--- src/rtl/cbbsf_pkg.sv ---
package cbbsf_pkg;

    localparam int COORD_WIDTH     = 24;
    localparam int EXTENT_WIDTH    = COORD_WIDTH - 1;
    localparam int CFG_INDEX_WIDTH = 2;
    localparam int CFG_DATA_WIDTH  = COORD_WIDTH;

    typedef logic signed [COORD_WIDTH-1:0] coord_t;
    typedef logic [EXTENT_WIDTH-1:0]       extent_t;

    localparam coord_t COORD_MAX = coord_t'({1'b0, {(COORD_WIDTH-1){1'b1}}});
    localparam coord_t COORD_MIN = coord_t'({1'b1, {(COORD_WIDTH-1){1'b0}}});

    // 0.2 m, 0.2 m, 0.4 m and 0.5 m at 2^-16 m per unit.
    localparam extent_t MAX_EXTENT_X_RESET = extent_t'(13107);
    localparam extent_t MAX_EXTENT_Y_RESET = extent_t'(13107);
    localparam extent_t MAX_EXTENT_Z_RESET = extent_t'(26214);
    localparam coord_t  HEIGHT_LIMIT_RESET = coord_t'(32768);

    typedef enum logic [CFG_INDEX_WIDTH-1:0] {
        CFG_MAX_EXTENT_X = 2'd0,
        CFG_MAX_EXTENT_Y = 2'd1,
        CFG_MAX_EXTENT_Z = 2'd2,
        CFG_HEIGHT_LIMIT = 2'd3
    } cfg_reg_t;

    typedef struct packed {
        coord_t low_x;
        coord_t high_x;
        coord_t low_y;
        coord_t high_y;
        coord_t low_z;
        coord_t high_z;
    } box_t;

endpackage

--- src/rtl/cbbsf_point_if.sv ---
interface cbbsf_point_if;
    import cbbsf_pkg::*;

    logic   valid;
    logic   ready;
    coord_t pos_x;
    coord_t pos_y;
    coord_t pos_z;
    logic   end_of_cluster;

    modport source (output valid, output pos_x, output pos_y, output pos_z,
                    output end_of_cluster, input ready);
    modport sink   (input valid, input pos_x, input pos_y, input pos_z,
                    input end_of_cluster, output ready);
endinterface

--- src/rtl/cbbsf_result_if.sv ---
interface cbbsf_result_if;
    import cbbsf_pkg::*;

    logic   valid;
    logic   ready;
    logic   accepted;
    coord_t centre_x;
    coord_t centre_y;
    coord_t centre_z;

    modport source (output valid, output accepted, output centre_x, output centre_y,
                    output centre_z, input ready);
    modport sink   (input valid, input accepted, input centre_x, input centre_y,
                    input centre_z, output ready);
endinterface

--- src/rtl/cluster_bounding_box_size_filter.sv ---
// A result is registered after its cluster's last point has passed the input and finished-box registers.
// Throughput: one point per cycle unless stalled; the input register, the finished-box register and the
// result register decouple the two sides, so points keep flowing while a result waits.
// Only the last point of a cluster is stalled: both later registers full and result.ready low.
// Reset (rst_n low, asynchronous): pipeline empty, running extremes cleared, limits at
// 0.2 m / 0.2 m / 0.4 m extent and 0.5 m height.
module cluster_bounding_box_size_filter (
    input  logic                                  clk,
    input  logic                                  rst_n,
    cbbsf_point_if.sink                           point,
    cbbsf_result_if.source                        result,
    input  logic                                  cfg_we,
    input  logic [cbbsf_pkg::CFG_INDEX_WIDTH-1:0] cfg_index,
    input  logic [cbbsf_pkg::CFG_DATA_WIDTH-1:0]  cfg_data
);
    import cbbsf_pkg::*;

    // Configuration registers
    extent_t max_extent_x_reg;
    extent_t max_extent_y_reg;
    extent_t max_extent_z_reg;
    coord_t  height_limit_reg;

    // Input stage
    logic   a_valid_reg;
    coord_t a_x_reg;
    coord_t a_y_reg;
    coord_t a_z_reg;
    logic   a_last_reg;

    // Running extremes and the finished box of a closed cluster
    box_t run_reg;
    box_t run_upd;
    box_t run_next;
    logic b_valid_reg;
    box_t b_box_reg;

    // Result stage
    logic   out_valid_reg;
    logic   out_accepted_reg;
    coord_t out_cx_reg;
    coord_t out_cy_reg;
    coord_t out_cz_reg;

    logic c_ready;
    logic b_ready;
    logic a_fire;
    logic in_fire;
    logic close_fire;

    logic [COORD_WIDTH:0] ext_x;
    logic [COORD_WIDTH:0] ext_y;
    logic [COORD_WIDTH:0] ext_z;
    logic signed [COORD_WIDTH:0] sum_x;
    logic signed [COORD_WIDTH:0] sum_y;
    logic signed [COORD_WIDTH:0] sum_z;
    logic ok;

    assign c_ready    = !out_valid_reg || result.ready;
    assign b_ready    = !b_valid_reg || c_ready;
    assign a_fire     = a_valid_reg && (!a_last_reg || b_ready);
    assign close_fire = a_fire && a_last_reg;
    assign point.ready = !a_valid_reg || a_fire;
    assign in_fire    = point.valid && point.ready;

    always_ff @(posedge clk or negedge rst_n)
    begin
        if (!rst_n)
        begin
            max_extent_x_reg <= MAX_EXTENT_X_RESET;
            max_extent_y_reg <= MAX_EXTENT_Y_RESET;
            max_extent_z_reg <= MAX_EXTENT_Z_RESET;
            height_limit_reg <= HEIGHT_LIMIT_RESET;
        end
        else if (cfg_we)
        begin
            unique case (cfg_reg_t'(cfg_index))
                CFG_MAX_EXTENT_X: max_extent_x_reg <= cfg_data[EXTENT_WIDTH-1:0];
                CFG_MAX_EXTENT_Y: max_extent_y_reg <= cfg_data[EXTENT_WIDTH-1:0];
                CFG_MAX_EXTENT_Z: max_extent_z_reg <= cfg_data[EXTENT_WIDTH-1:0];
                CFG_HEIGHT_LIMIT: height_limit_reg <= coord_t'(cfg_data);
                default:          ;
            endcase
        end
    end

    always_ff @(posedge clk or negedge rst_n)
    begin
        if (!rst_n)
        begin
            a_valid_reg <= 1'b0;
        end
        else if (point.ready)
        begin
            a_valid_reg <= point.valid;
        end
    end

    always_ff @(posedge clk)
    begin
        if (in_fire)
        begin
            a_x_reg    <= point.pos_x;
            a_y_reg    <= point.pos_y;
            a_z_reg    <= point.pos_z;
            a_last_reg <= point.end_of_cluster;
        end
    end

    always_comb
    begin
        run_upd.low_x  = (a_x_reg < run_reg.low_x)  ? a_x_reg : run_reg.low_x;
        run_upd.high_x = (a_x_reg > run_reg.high_x) ? a_x_reg : run_reg.high_x;
        run_upd.low_y  = (a_y_reg < run_reg.low_y)  ? a_y_reg : run_reg.low_y;
        run_upd.high_y = (a_y_reg > run_reg.high_y) ? a_y_reg : run_reg.high_y;
        run_upd.low_z  = (a_z_reg < run_reg.low_z)  ? a_z_reg : run_reg.low_z;
        run_upd.high_z = (a_z_reg > run_reg.high_z) ? a_z_reg : run_reg.high_z;

        run_next = run_reg;
        if (a_fire)
        begin
            if (a_last_reg)
            begin
                run_next = '{COORD_MAX, COORD_MIN, COORD_MAX, COORD_MIN, COORD_MAX, COORD_MIN};
            end
            else
            begin
                run_next = run_upd;
            end
        end
    end

    always_ff @(posedge clk or negedge rst_n)
    begin
        if (!rst_n)
        begin
            run_reg     <= '{COORD_MAX, COORD_MIN, COORD_MAX, COORD_MIN, COORD_MAX, COORD_MIN};
            b_valid_reg <= 1'b0;
        end
        else
        begin
            run_reg <= run_next;
            if (b_ready)
            begin
                b_valid_reg <= close_fire;
            end
        end
    end

    always_ff @(posedge clk)
    begin
        if (close_fire)
        begin
            b_box_reg <= run_upd;
        end
    end

    // Extents are nonnegative and one bit wider than a coordinate, so they never wrap.
    always_comb
    begin
        ext_x = {b_box_reg.high_x[COORD_WIDTH-1], b_box_reg.high_x}
              - {b_box_reg.low_x[COORD_WIDTH-1], b_box_reg.low_x};
        ext_y = {b_box_reg.high_y[COORD_WIDTH-1], b_box_reg.high_y}
              - {b_box_reg.low_y[COORD_WIDTH-1], b_box_reg.low_y};
        ext_z = {b_box_reg.high_z[COORD_WIDTH-1], b_box_reg.high_z}
              - {b_box_reg.low_z[COORD_WIDTH-1], b_box_reg.low_z};
        sum_x = {b_box_reg.high_x[COORD_WIDTH-1], b_box_reg.high_x}
              + {b_box_reg.low_x[COORD_WIDTH-1], b_box_reg.low_x};
        sum_y = {b_box_reg.high_y[COORD_WIDTH-1], b_box_reg.high_y}
              + {b_box_reg.low_y[COORD_WIDTH-1], b_box_reg.low_y};
        sum_z = {b_box_reg.high_z[COORD_WIDTH-1], b_box_reg.high_z}
              + {b_box_reg.low_z[COORD_WIDTH-1], b_box_reg.low_z};
        ok = (b_box_reg.low_z < height_limit_reg)
          && (ext_x < {2'b00, max_extent_x_reg})
          && (ext_y < {2'b00, max_extent_y_reg})
          && (ext_z < {2'b00, max_extent_z_reg});
    end

    always_ff @(posedge clk or negedge rst_n)
    begin
        if (!rst_n)
        begin
            out_valid_reg <= 1'b0;
        end
        else if (c_ready)
        begin
            out_valid_reg <= b_valid_reg;
        end
    end

    always_ff @(posedge clk)
    begin
        if (c_ready && b_valid_reg)
        begin
            out_accepted_reg <= ok;
            out_cx_reg       <= ok ? coord_t'(sum_x[COORD_WIDTH:1]) : '0;
            out_cy_reg       <= ok ? coord_t'(sum_y[COORD_WIDTH:1]) : '0;
            out_cz_reg       <= ok ? coord_t'(sum_z[COORD_WIDTH:1]) : '0;
        end
    end

    assign result.valid    = out_valid_reg;
    assign result.accepted = out_accepted_reg;
    assign result.centre_x = out_cx_reg;
    assign result.centre_y = out_cy_reg;
    assign result.centre_z = out_cz_reg;

endmodule

--- src/flat_wrapper.sv ---
// flat-port wrapper written by rule: the top's interface ports become plain ports
module cluster_bounding_box_size_filter_flat import cbbsf_pkg::*;
  (clk, rst_n, cfg_we, cfg_index, cfg_data, point_valid, point_pos_x, point_pos_y, point_pos_z, point_end_of_cluster, point_ready, result_valid, result_accepted, result_centre_x, result_centre_y, result_centre_z, result_ready);
  cbbsf_point_if point_i ();
  cbbsf_result_if result_i ();
  input  logic clk;
  input  logic rst_n;
  input  logic cfg_we;
  input  logic [cbbsf_pkg::CFG_INDEX_WIDTH-1:0] cfg_index;
  input  logic [cbbsf_pkg::CFG_DATA_WIDTH-1:0] cfg_data;
  input wire logic [$bits(point_i.valid)-1:0] point_valid;
  input wire logic [$bits(point_i.pos_x)-1:0] point_pos_x;
  input wire logic [$bits(point_i.pos_y)-1:0] point_pos_y;
  input wire logic [$bits(point_i.pos_z)-1:0] point_pos_z;
  input wire logic [$bits(point_i.end_of_cluster)-1:0] point_end_of_cluster;
  output wire logic [$bits(point_i.ready)-1:0] point_ready;
  output wire logic [$bits(result_i.valid)-1:0] result_valid;
  output wire logic [$bits(result_i.accepted)-1:0] result_accepted;
  output wire logic [$bits(result_i.centre_x)-1:0] result_centre_x;
  output wire logic [$bits(result_i.centre_y)-1:0] result_centre_y;
  output wire logic [$bits(result_i.centre_z)-1:0] result_centre_z;
  input wire logic [$bits(result_i.ready)-1:0] result_ready;
  assign point_i.valid = point_valid;
  assign point_i.pos_x = point_pos_x;
  assign point_i.pos_y = point_pos_y;
  assign point_i.pos_z = point_pos_z;
  assign point_i.end_of_cluster = point_end_of_cluster;
  assign point_ready = point_i.ready;
  assign result_valid = result_i.valid;
  assign result_accepted = result_i.accepted;
  assign result_centre_x = result_i.centre_x;
  assign result_centre_y = result_i.centre_y;
  assign result_centre_z = result_i.centre_z;
  assign result_i.ready = result_ready;
  cluster_bounding_box_size_filter u_core (.clk(clk), .rst_n(rst_n), .point(point_i), .result(result_i), .cfg_we(cfg_we), .cfg_index(cfg_index), .cfg_data(cfg_data));
endmodule
--- config.mk ---
export PLATFORM = sky130hd
export DESIGN_NAME = cluster_bounding_box_size_filter_flat
export DESIGN_NICKNAME = d
export VERILOG_FILES = /design/src/rtl/cbbsf_pkg.sv /design/src/rtl/cbbsf_point_if.sv /design/src/rtl/cbbsf_result_if.sv /design/src/rtl/cluster_bounding_box_size_filter.sv /design/src/flat_wrapper.sv
export SDC_FILE = /design/constraint.sdc
export NUM_CORES = 1
export LEC_CHECK = 0
export BUFFER_PORTS_ARGS = -buffer_cell sky130_fd_sc_hd__buf_2
export CAP_MARGIN = 20
export CELL_PAD_IN_SITES_DETAIL_PLACEMENT = 0
export CELL_PAD_IN_SITES_GLOBAL_PLACEMENT = 2
export CORE_MARGIN = 5
export CORE_UTILIZATION = 37
export DETAILED_ROUTE_END_ITERATION = 10
export PLACE_DENSITY = 0.83
export SLEW_MARGIN = 20
export SYNTH_ARGS = -nofsm -noshare
export SYNTH_HDL_FRONTEND = slang
export SYNTH_SLANG_ARGS = --single-unit
--- constraint.sdc ---
create_clock -name clk -period 5 [get_ports clk]
set_input_delay 0.25 -clock clk [delete_from_list [all_inputs] [get_ports clk]]
set_output_delay 0.25 -clock clk [all_outputs]
set_load 0.02 [all_outputs]
==> metrics, run 1 <==
status finished with violations; failing checks negative setup slack; core area 86750 um2; Setup violations, final 73; Worst R2R End u_core.result.centre_z[21]; reg2reg setup slack -0.24 ns; worst-case reg-to-reg path depth 26; Worst slew margin about 28%; Root Buffer clkbuf_16; drt wl/cell ~19 um; placed cell area 35040 um2; r2r startpoint u_core.b_box_reg[97]; share of layout cells above drive strength 1 21.60%; Worst EP required ~5.5 ns; number of global-route vias before repair about 23000; site row count roughly 110; Initial Utilization 37.23%; Pins Over Slew Limit 0; Core Util, Final between 40% and 50%; final worst slack -0.2393 ns; crit-path max FO 5; Synth area leaders edfxtp_1 (27%), ha_1 (14%), dfrtp_1 (11%); Setup Crit Path Kind register to register; initial antenna violation count 7; Netlist cell types a little under 80; drt initial violations around 1300; pin count of the biggest net entering global routing ~140; worst slack at placement -0.5456 ns; unrepaired setup endpoints after global routing yes; WL final roughly 86000 um; EDFF count, synth 290; Max Cap Viol 0; Commonest cells post-synth inv_1 (386), ha_1 (374), edfxtp_1 (290); post-synth top area cell edfxtp_1; Vias around 23000; syn nets between 3000 and 4000; Worst setup SP type register; CTS tree done; Total Routing Usage GR between 10% and 20%; Final period util 104.8%; post-synth top area share 26.96%; Post-Route Skew 0.03327 ns; Pwr Total about 0.017 W; Synth async-reset ratio approximately 45%; top_reg_cell synth edfxtp_1; CTS max path bufs 3; die height 305.5 um; H-tree Lvls 2; die area roughly 93000 um2; area delta synth->final 20.67%; GPL Wtd Cong 0.8489; power per cell area approximately 440 nW/um2; worst slew pin tran 1.072 ns; Worst Hold Class input pin to asynchronous set/reset pin; num ports 179; top-count cell post-synth inv_1; drt first pass iters 6; DR DRC count 0; GRT Residual Overflow 0; post-synthesis sequential area ratio 45.93%; final hold vios 0; clock-pin slew on the worst setup and hold paths about 0.070 ns; Max VDD drop 0.3092 mV; Worst EP arrival ~5.7 ns; Yosys reg bits 530; Sink Count 530; Worst-Skew Late Latency approximately 0.65 ns; crit end category register; Final Net Count about 3900; hpwl dp about 64000 um; min cycle time layout 5.239 ns; fin area between 30000 and 40000 um2; Post-Synthesis Cells 3086; Lkg Pwr 17.20 nW; PortBufs 178; Syn Area/Cell 10.47 um2; Max Freq ~190 MHz; Chip Width around 310 um; final antenna-violating net count 0; Post-Syn Area 32300 um2; first-pass GRT wire length around 130000 um; yosys warns 0; CTS buffer count between 60 and 70; number of vias per cell 5.049
-- critical path, stage by stage, from the launching register on --
cell and delay (ns):
edfxtp_1 0.44, buf_6 0.16, ha_4 0.20, nor2b_4 0.12
o31a_1 0.32, o31a_1 0.34, o21ai_2 0.14, a21oi_2 0.10
nor2_2 0.15, o21ba_4 0.17, o21ai_2 0.07, a31oi_1 0.21
xnor2_1 0.17, ha_1 0.28, and3_4 0.19, nor4_4 0.27
o2111ai_2 0.18, nor3_2 0.19, o211ai_1 0.10, a31oi_1 0.23
o211ai_1 0.14, nor4_1 0.21, buf_4 0.17, nand3_4 0.09
buf_6 0.16, buf_12 0.15, a31oi_4 0.14
-- what timing repair did --
item / 4_1_cts / 5_1_grt
pin swaps: 55 / 36
hold endpoints to repair: 214 / 0
setup endpoints to repair: 73 / 73
resized for setup: 83 / 72
gates cloned: 4 / 2
setup buffers: 10 / 7
hold buffers: 100 / 0
-- kinds of logic (layout without fill, tap and decap cells) --
kind of cell | after synthesis | in the layout | share of synthesized area, %
other | 0 | 2 | 0
muxes | 127 | 127 | 4.409
and+or+nand+nor | 625 | 625 | 9.015
adders and majority gates | 380 | 380 | 14.86
DFF | 530 | 530 | 45.93
AOI/OAI and AO/OA | 787 | 787 | 16.38
buffers and inverters | 517 | 913 | 6.152
xor gates and xnor gates | 120 | 120 | 3.254
-- metrics by stage --
stage / hold WS, ns / setup TNS, ns / instances
2_1_floorplan: -0.04559 / 0 / 3086
3_3_place_gp: 0.2231 / -10.74 / 4399
3_5_place_dp: 0.2221 / -33.82 / 4399
4_1_cts: 0.1108 / -12.61 / 4628
5_1_grt: 0.1454 / -38.43 / 4637
6_report: 0.1119 / -13.85 / 4639
-- cell usage in the layout, fill, tap and decap left out, types with 10 or more instances in the layout --
cell type      netlist  final
nand3_1             42     42
ha_1               374    370
a32o_1              46     46
a21o_1              91     91
dlygate4sd3_1        0    100
xnor2_1            109    108
inv_1              386    383
o21a_1              27     27
dfrtp_1            143    143
a32oi_1             24     24
o22a_1              47     47
dfstp_2             97     97
buf_2               25    177
nand2b_1            27     27
nor2_4               0     31
o21bai_1            25     25
nor2b_1             30     26
edfxtp_1           290    290
nand4_1             45     45
nor2_1             188    140
clkbuf_1           101     10
nor3_1              42     37
clkbuf_16            0     62
o22ai_1             28     28
clkinv_1             0     10
a211oi_1            19     15
nand2_1            190    190
xor2_1              11     11
nor2_2               0     17
a21oi_1            156    147
o21ai_0            216    209
clkinv_2             0     10
mux2_2             122    122
a31oi_1             13     12
o211ai_1            13     13
buf_4                0    117
-- where the power goes --
part           switching (W)  total (W)  internal (W)  leakage (nW)
clock network        0.00192    0.00464       0.00272         0.990
logic                0.00372    0.00646       0.00274          10.6
registers           0.000418    0.00598       0.00557          5.60
-- cell type report --
| type | instances | area (um2) |
|---|---|---|
| Sequential cell | 530 | 14840 |
| Clock buffer | 72 | 1578 |
| Timing Repair Buffer | 412 | 3115 |
| Tap cell | 1155 | 1445 |
| Multi-Input combinational cell | 2039 | 16060 |
| Antenna cell | 2 | 5.005 |
| Fill cell | 8315 | 47780 |
| Clock inverter | 43 | 475.5 |
| Inverter | 386 | 1458 |
-- worst max path at each step --
stage                              start                          to  slack (ns)  depth (start not counted)
floorplan           u_core.b_box_reg[98]  u_core.result.centre_z[21]        0.33                         24
global placement     u_core.b_box_reg[0]  u_core.result.centre_z[23]       -0.20                         26
detailed placement  u_core.b_box_reg[96]  u_core.result.centre_z[22]       -0.55                         27
CTS                  u_core.b_box_reg[0]  u_core.result.centre_y[20]       -0.23                         26
global route        u_core.b_box_reg[97]  u_core.result.centre_z[21]       -0.58                         26
finish              u_core.b_box_reg[97]  u_core.result.centre_z[21]       -0.24                         26
-- metal layers --
layer | routed length, um | GRT usage [%] | share of wire, %
met5 | 55 | 0 | 0.064
met4 | 1527 | 3.516 | 1.8
met3 | 2870 | 2.534 | 3.3
met2 | 40470 | 29.98 | 47
met1 | 41350 | 25.20 | 48
(Power assumes the default switching activity.)
==> inputs of run 2 (changes only) <==
==> constraint.sdc (replaced) <==
create_clock -name clk -period 4.45 [get_ports clk]
set_input_delay 0.2225 -clock clk [delete_from_list [all_inputs] [get_ports clk]]
set_output_delay 0.2225 -clock clk [all_outputs]
set_load 0.02 [all_outputs]
==> run 2 against run 1 <==
The run still ends with negative setup slack left; sequential share of layout area decreased by 0.85 points; routed wire length decreased by 0.14%; global-route usage increased by 0.17 points; flip-flop and latch count unchanged; setup slack got worse by 0.35 ns; via count increased by 2.5%; clock-buffer cell count increased by 19; non-clock buffer count increased by 160; critical endpoint is now u_core.result.centre_y[7]; worst hold slack got worse by 0.029 ns.
==> metrics, run 2 (synthesis gave the netlist of run 1 again) <==
worst setup path start u_core.b_box_reg[0]; number of global-route vias before repair 24330 (+4.1%); Critical Path End u_core.result.centre_y[7]; Cell Count, Final, Fillers Out 4809 (+3.7%); site row count 108 (unchanged); Worst slew margin 40.17% (+12 points); r2r startpoint u_core.b_box_reg[0]; crit end category register; Final Net Count 4079 (+4.2%); Worst R2R End u_core.result.centre_y[7]; Pins Over Slew Limit 0 (unchanged); core area 86750 um2 (unchanged); placed cell area 36450 um2 (+4.0%); Chip Width 305.5 um (unchanged); Final period util 113.2% (+8.4 points); Crit path top cell by count o211ai_1; Worst EP required 4.91 ns (-0.57 ns); Sink Count 530 (unchanged); WL final 86150 um (-0.14%); die area 93300 um2 (unchanged); Core Util, Final 45.96% (+1.0 points); final hold vios 0 (unchanged); failing checks negative setup slack; share of layout cells above drive strength 1 24.34% (+2.7 points); CTS max path bufs 3 (unchanged); area delta synth->final 23.44%; reg2reg setup slack -0.59 ns (-0.35 ns); Post-Route Skew 0.02858 ns (-0.004689 ns); unrepaired setup endpoints after global routing yes; min cycle time layout 5.038 ns (-0.2015 ns); Root Buffer clkbuf_16; multi-input logic area 15780 um2 (-1.8%); Worst Hold Class input pin to register; hpwl dp 65170 um (+1.7%); Lkg Pwr 17.94 nW (+4.3%); FILL cells 8268 (-0.57%); GPL Wtd Cong 0.8598 (+1.3%); DR DRC count 0 (unchanged); number of vias per cell 4.995 (-1.1%); Vias 24020 (+2.5%); num ports 179 (unchanged); Sequential Area 14840 um2 (about the same); Total Routing Usage GR 18.12% (+0.17 points); Worst path slowest cell edfxtp_1; final antenna-violating net count 0 (unchanged); crit-path max FO 22 (+17); worst-case reg-to-reg path depth 27 (+3.8%); Max Cap Viol 0 (unchanged); clock-pin slew on the worst setup and hold paths 0.06 ns (about the same); Max VDD drop 0.3411 mV (+10%); pin count of the biggest net entering global routing 103 (-27%); power per cell area 491.1 nW/um2 (+12%); Pwr Total 0.01958 W (+15%); placed cells 4574 (+4.0%); GRT Residual Overflow 0 (unchanged); initial antenna violation count 8 (+1); Worst setup SP type register; CTS buffer count 66 (+8.2%); CTS tree done; Setup violations, final 73 (unchanged); die height 305.5 um (unchanged); Crit path largest cell delay 0.38 ns (-0.06 ns); first-pass GRT wire length 135900 um (+1.2%); most frequent cells in the layout inv_1 (385), ha_1 (372), edfxtp_1 (290); Initial Utilization 37.23% (unchanged); Worst-Skew Late Latency 0.62 ns (-0.03 ns); drt first pass iters 6 (unchanged); drt wl/cell 17.91 um (-3.7%); Setup Crit Path Kind register to register; PortBufs 178 (unchanged); Max Freq 198.5 MHz (+4.0%); fin area 39870 um2 (+2.3%); final worst slack -0.5878 ns (-0.3485 ns); worst slew pin tran 0.8974 ns (-0.1744 ns); drt initial violations 1401 (+7.2%); commonest non-fill, non-tap cell in the layout inv_1; Worst EP arrival 5.49 ns (-0.23 ns); status finished with violations; H-tree Lvls 3 (+1)
[run 2: area by class of cell]
cell class,count,area share [%]
inverters,386,3.644
multi-input cells,2039,39.58
flip-flops and latches,530,37.21
clock inverters,31,0.6716
well taps,1155,3.625
diodes,5,0.03138
repair buffers,572,10.58
clock buffers,91,4.660
[run 2: what timing repair did]
item,CTS,global route
setup buffers,6,2
setup endpoints to repair,73,73
pin swaps,19,16
endpoints found under the hold margin,207,0
hold buffers,100,0
gates resized for setup,30,36
[run 2: power by group]
group / total, W / switching [W] / leakage, nW / internal [W]
Clock: 0.00530 / 0.00219 / 1.04 / 0.00312
Sequential: 0.00670 / 0.000446 / 5.60 / 0.00625
Combinational: 0.00758 / 0.00417 / 11.3 / 0.00341
Total: 0.0196 / 0.00680 / 17.9 / 0.0128
[run 2: per-layer routing]
layer  wire length, um  global-route usage [%]
met1             40360                   24.62
met2             41100                   30.67
met3              2884                   2.852
met4              1811                   4.245
met5                 0                       0
[run 2: how the worst min path moves through the flow]
| stage | end | cells past startpoint | slack [ns] | from |
|---|---|---|---|---|
| 2_1_floorplan | u_core.a_valid_reg | 0 | -0.07 | rst_n |
| 3_3_place_gp | u_core.run_reg[115] | 1 | 0.39 | rst_n |
| 3_5_place_dp | u_core.run_reg[115] | 1 | 0.39 | rst_n |
| 4_1_cts | u_core.max_extent_z_reg[0] | 2 | 0.006 | cfg_data[0] |
| 5_1_grt | u_core.max_extent_z_reg[0] | 2 | 0.02 | cfg_data[0] |
| 6_report | u_core.max_extent_z_reg[0] | 2 | 0.08 | cfg_data[0] |
[run 2: worst max-delay path: cells and delay by family (launching register included)]
kind | cells | cell delay (ns)
AOI/OAI and AO/OA | 13 | 2.16
adders and majority gates | 3 | 0.80
buffers and inverters | 6 | 0.78
and+or+nand+nor | 4 | 0.61
DFF | 1 | 0.38
xor gates and xnor gates | 1 | 0.15
[run 2: through the flow]
stage               TNS (ns)  worst slack (ns)  hold WS, ns
floorplan             -3.492          -0.06209     -0.07309
global placement      -60.21           -0.8510       0.3904
detailed placement    -61.92           -0.8900       0.3926
CTS                   -40.69           -0.5878     0.006315
global route          -68.58           -0.9709      0.02180
finish                -39.55           -0.5878      0.08323
==> inputs of run 3 (changes only) <==
--- a/config.mk
+++ b/config.mk
@@ -13,6 +13,7 @@
 export CORE_UTILIZATION = 37
 export DETAILED_ROUTE_END_ITERATION = 10
 export PLACE_DENSITY = 0.83
+export SKIP_LAST_GASP = 1
 export SLEW_MARGIN = 20
 export SYNTH_ARGS = -nofsm -noshare
 export SYNTH_HDL_FRONTEND = slang
==> run 3 against run 2 <==
Register-to-register slack is essentially flat; utilization about the same; clock-buffer cell count unchanged; first-iteration DRC count down 0.71%; the run still ends with negative setup slack left; critical path depth unchanged; setup slack lost 0.015 ns; flip-flop and latch count did not move; via count hardly changed; fmax down 0.29%; routed wire length hardly changed; total power about the same; design area is essentially flat.
==> metrics, run 3 (synthesis gave the netlist of run 1 again) <==
Vias 24020 (-0.017%); number of vias per cell 4.994 (about the same); Worst EP arrival 5.51 ns (+0.02 ns); commonest non-fill, non-tap cell in the layout inv_1; share of layout cells above drive strength 1 24.31% (-0.027 points); Final period util 113.5% (+0.33 points); worst-case reg-to-reg path depth 27 (unchanged); Max Freq 197.9 MHz (-0.29%); Max Cap Viol 0 (unchanged); GRT Residual Overflow 0 (unchanged); num ports 179 (unchanged); Pins Over Slew Limit 0 (unchanged); die height 305.5 um (unchanged); final antenna-violating net count 0 (unchanged); first-pass GRT wire length 135900 um (about the same); worst setup path start u_core.b_box_reg[0]; r2r startpoint u_core.b_box_reg[0]; pin count of the biggest net entering global routing 103 (unchanged); Total Routing Usage GR 18.12% (about the same); crit-path max FO 22 (unchanged); Chip Width 305.5 um (unchanged); min cycle time layout 5.053 ns (+0.01478 ns); final worst slack -0.6026 ns (-0.01478 ns); clock-pin slew on the worst setup and hold paths 0.06 ns (about the same); CTS tree done; Pwr Total 0.01958 W (about the same); Worst EP required 4.91 ns (about the same); site row count 108 (unchanged); Critical Path End u_core.result.centre_y[7]; DR DRC count 0 (unchanged); crit end category register; Final Net Count 4079 (unchanged); CTS max path bufs 3 (unchanged); unrepaired setup endpoints after global routing yes; status finished with violations; Post-Route Skew 0.02874 ns (+0.0001621 ns); drt first pass iters 8 (+2); Core Util, Final 45.95% (about the same); GPL Wtd Cong 0.8598 (unchanged); failing checks negative setup slack; drt initial violations 1391 (-0.71%); area delta synth->final 23.41% (about the same); core area 86750 um2 (unchanged); initial antenna violation count 8 (unchanged); Worst R2R End u_core.result.centre_y[7]; Worst Hold Class input pin to register; die area 93300 um2 (unchanged); CTS buffer count 66 (unchanged); WL final 86220 um (about the same); Setup violations, final 73 (unchanged); Setup Crit Path Kind register to register; worst slack at placement -0.8900 ns (unchanged); Sink Count 530 (unchanged); Max VDD drop 0.3416 mV (+0.14%); hpwl dp 65170 um (unchanged); Worst slew margin 40.08% (-0.097 points); most frequent cells in the layout inv_1 (385), ha_1 (372), edfxtp_1 (290); Initial Utilization 37.23% (unchanged); Root Buffer clkbuf_16; Worst setup SP type register; Worst-Skew Late Latency 0.62 ns (about the same); drt wl/cell 17.93 um (about the same); final hold vios 0 (unchanged); worst slew pin tran 0.8988 ns (+0.001458 ns); number of global-route vias before repair 24330 (+0.016%); Lkg Pwr 17.94 nW (about the same); reg2reg setup slack -0.60 ns (about the same); H-tree Lvls 3 (unchanged); power per cell area 491.2 nW/um2 (about the same); final hold slack 0.04309 ns (-0.04015 ns); PortBufs 178 (unchanged)
-- run 3: cell count changes in the layout (fill, tap and decap cells not counted) --
cell     change
nor2_2       -1
nor2_1       +1
o21ba_4      -1
o21ba_2      +1
-- run 3: metal layers --
metal | part of all wire, % | GRT usage [%] | wire length, um | up-vias
li1 | - | - | - | 12050
met1 | 46 | 24.63 | 40030 | 11490
met2 | 48 | 30.68 | 41060 | 377
met3 | 3.8 | 2.852 | 3319 | 105
met4 | 2.1 | 4.245 | 1811 | 0
met5 | 0 | 0 | 0 | -
-- run 3: worst min path at each step --
stage | start | end | cells after the start
3_3_place_gp | rst_n | u_core.run_reg[115] | 1
6_report | cfg_data[0] | u_core.max_extent_z_reg[0] | 2
2_1_floorplan | rst_n | u_core.a_valid_reg | 0
4_1_cts | cfg_data[0] | u_core.max_extent_z_reg[0] | 2
3_5_place_dp | rst_n | u_core.run_reg[115] | 1
5_1_grt | cfg_data[0] | u_core.max_extent_z_reg[0] | 2
-- run 3: report_power, final --
part           total (W)  switching [W]  internal (W)
registers        0.00670       0.000446       0.00625
logic            0.00757        0.00417       0.00340
clock network    0.00531        0.00219       0.00312
-- run 3: cell type report --
type,instances,area [um2]
fillers,8268,46890
flip-flops and latches,530,14840
repair buffers,572,4217
well taps,1155,1445
clock inverters,31,267.8
inverters,386,1453
diodes,5,12.51
clock buffers,91,1858
multi-input cells,2039,15770
-- run 3: worst max-delay path: stages, from the launching register on --
cell,delay [ns]
edfxtp_1,0.38
inv_1,0.07
ha_2,0.17
inv_1,0.05
fa_2,0.35
a211oi_2,0.21
o211ai_1,0.21
a311oi_1,0.32
buf_4,0.17
o21ba_2,0.15
a21o_1,0.18
a21oi_2,0.14
o21bai_1,0.08
a21oi_1,0.16
xnor2_1,0.15
ha_1,0.28
a21oi_2,0.19
o2111ai_2,0.12
nor3_2,0.18
o211ai_1,0.10
a31oi_1,0.19
o211ai_1,0.11
nor4_1,0.24
buf_4,0.16
nand3_4,0.07
buf_12,0.17
buf_12,0.16
nor2_1,0.12
-- run 3: what timing repair did --
item	CTS	global route
buffers inserted	6	2
resized for setup	26	38
setup endpoints to repair	73	73
pin swaps	19	16
hold buffers	100	0
endpoints found under the hold margin	207	0
-- run 3: metrics by stage --
stage | instances | cell area, um2 | setup TNS (ns)
after floorplan | 3086 | 32370 | -3.492
after global placement | 4574 | 36450 | -60.21
after detailed placement | 4574 | 36450 | -61.92
after CTS | 4802 | 39720 | -40.71
after global routing | 4804 | 39850 | -69.06
final | 4809 | 39860 | -40.65
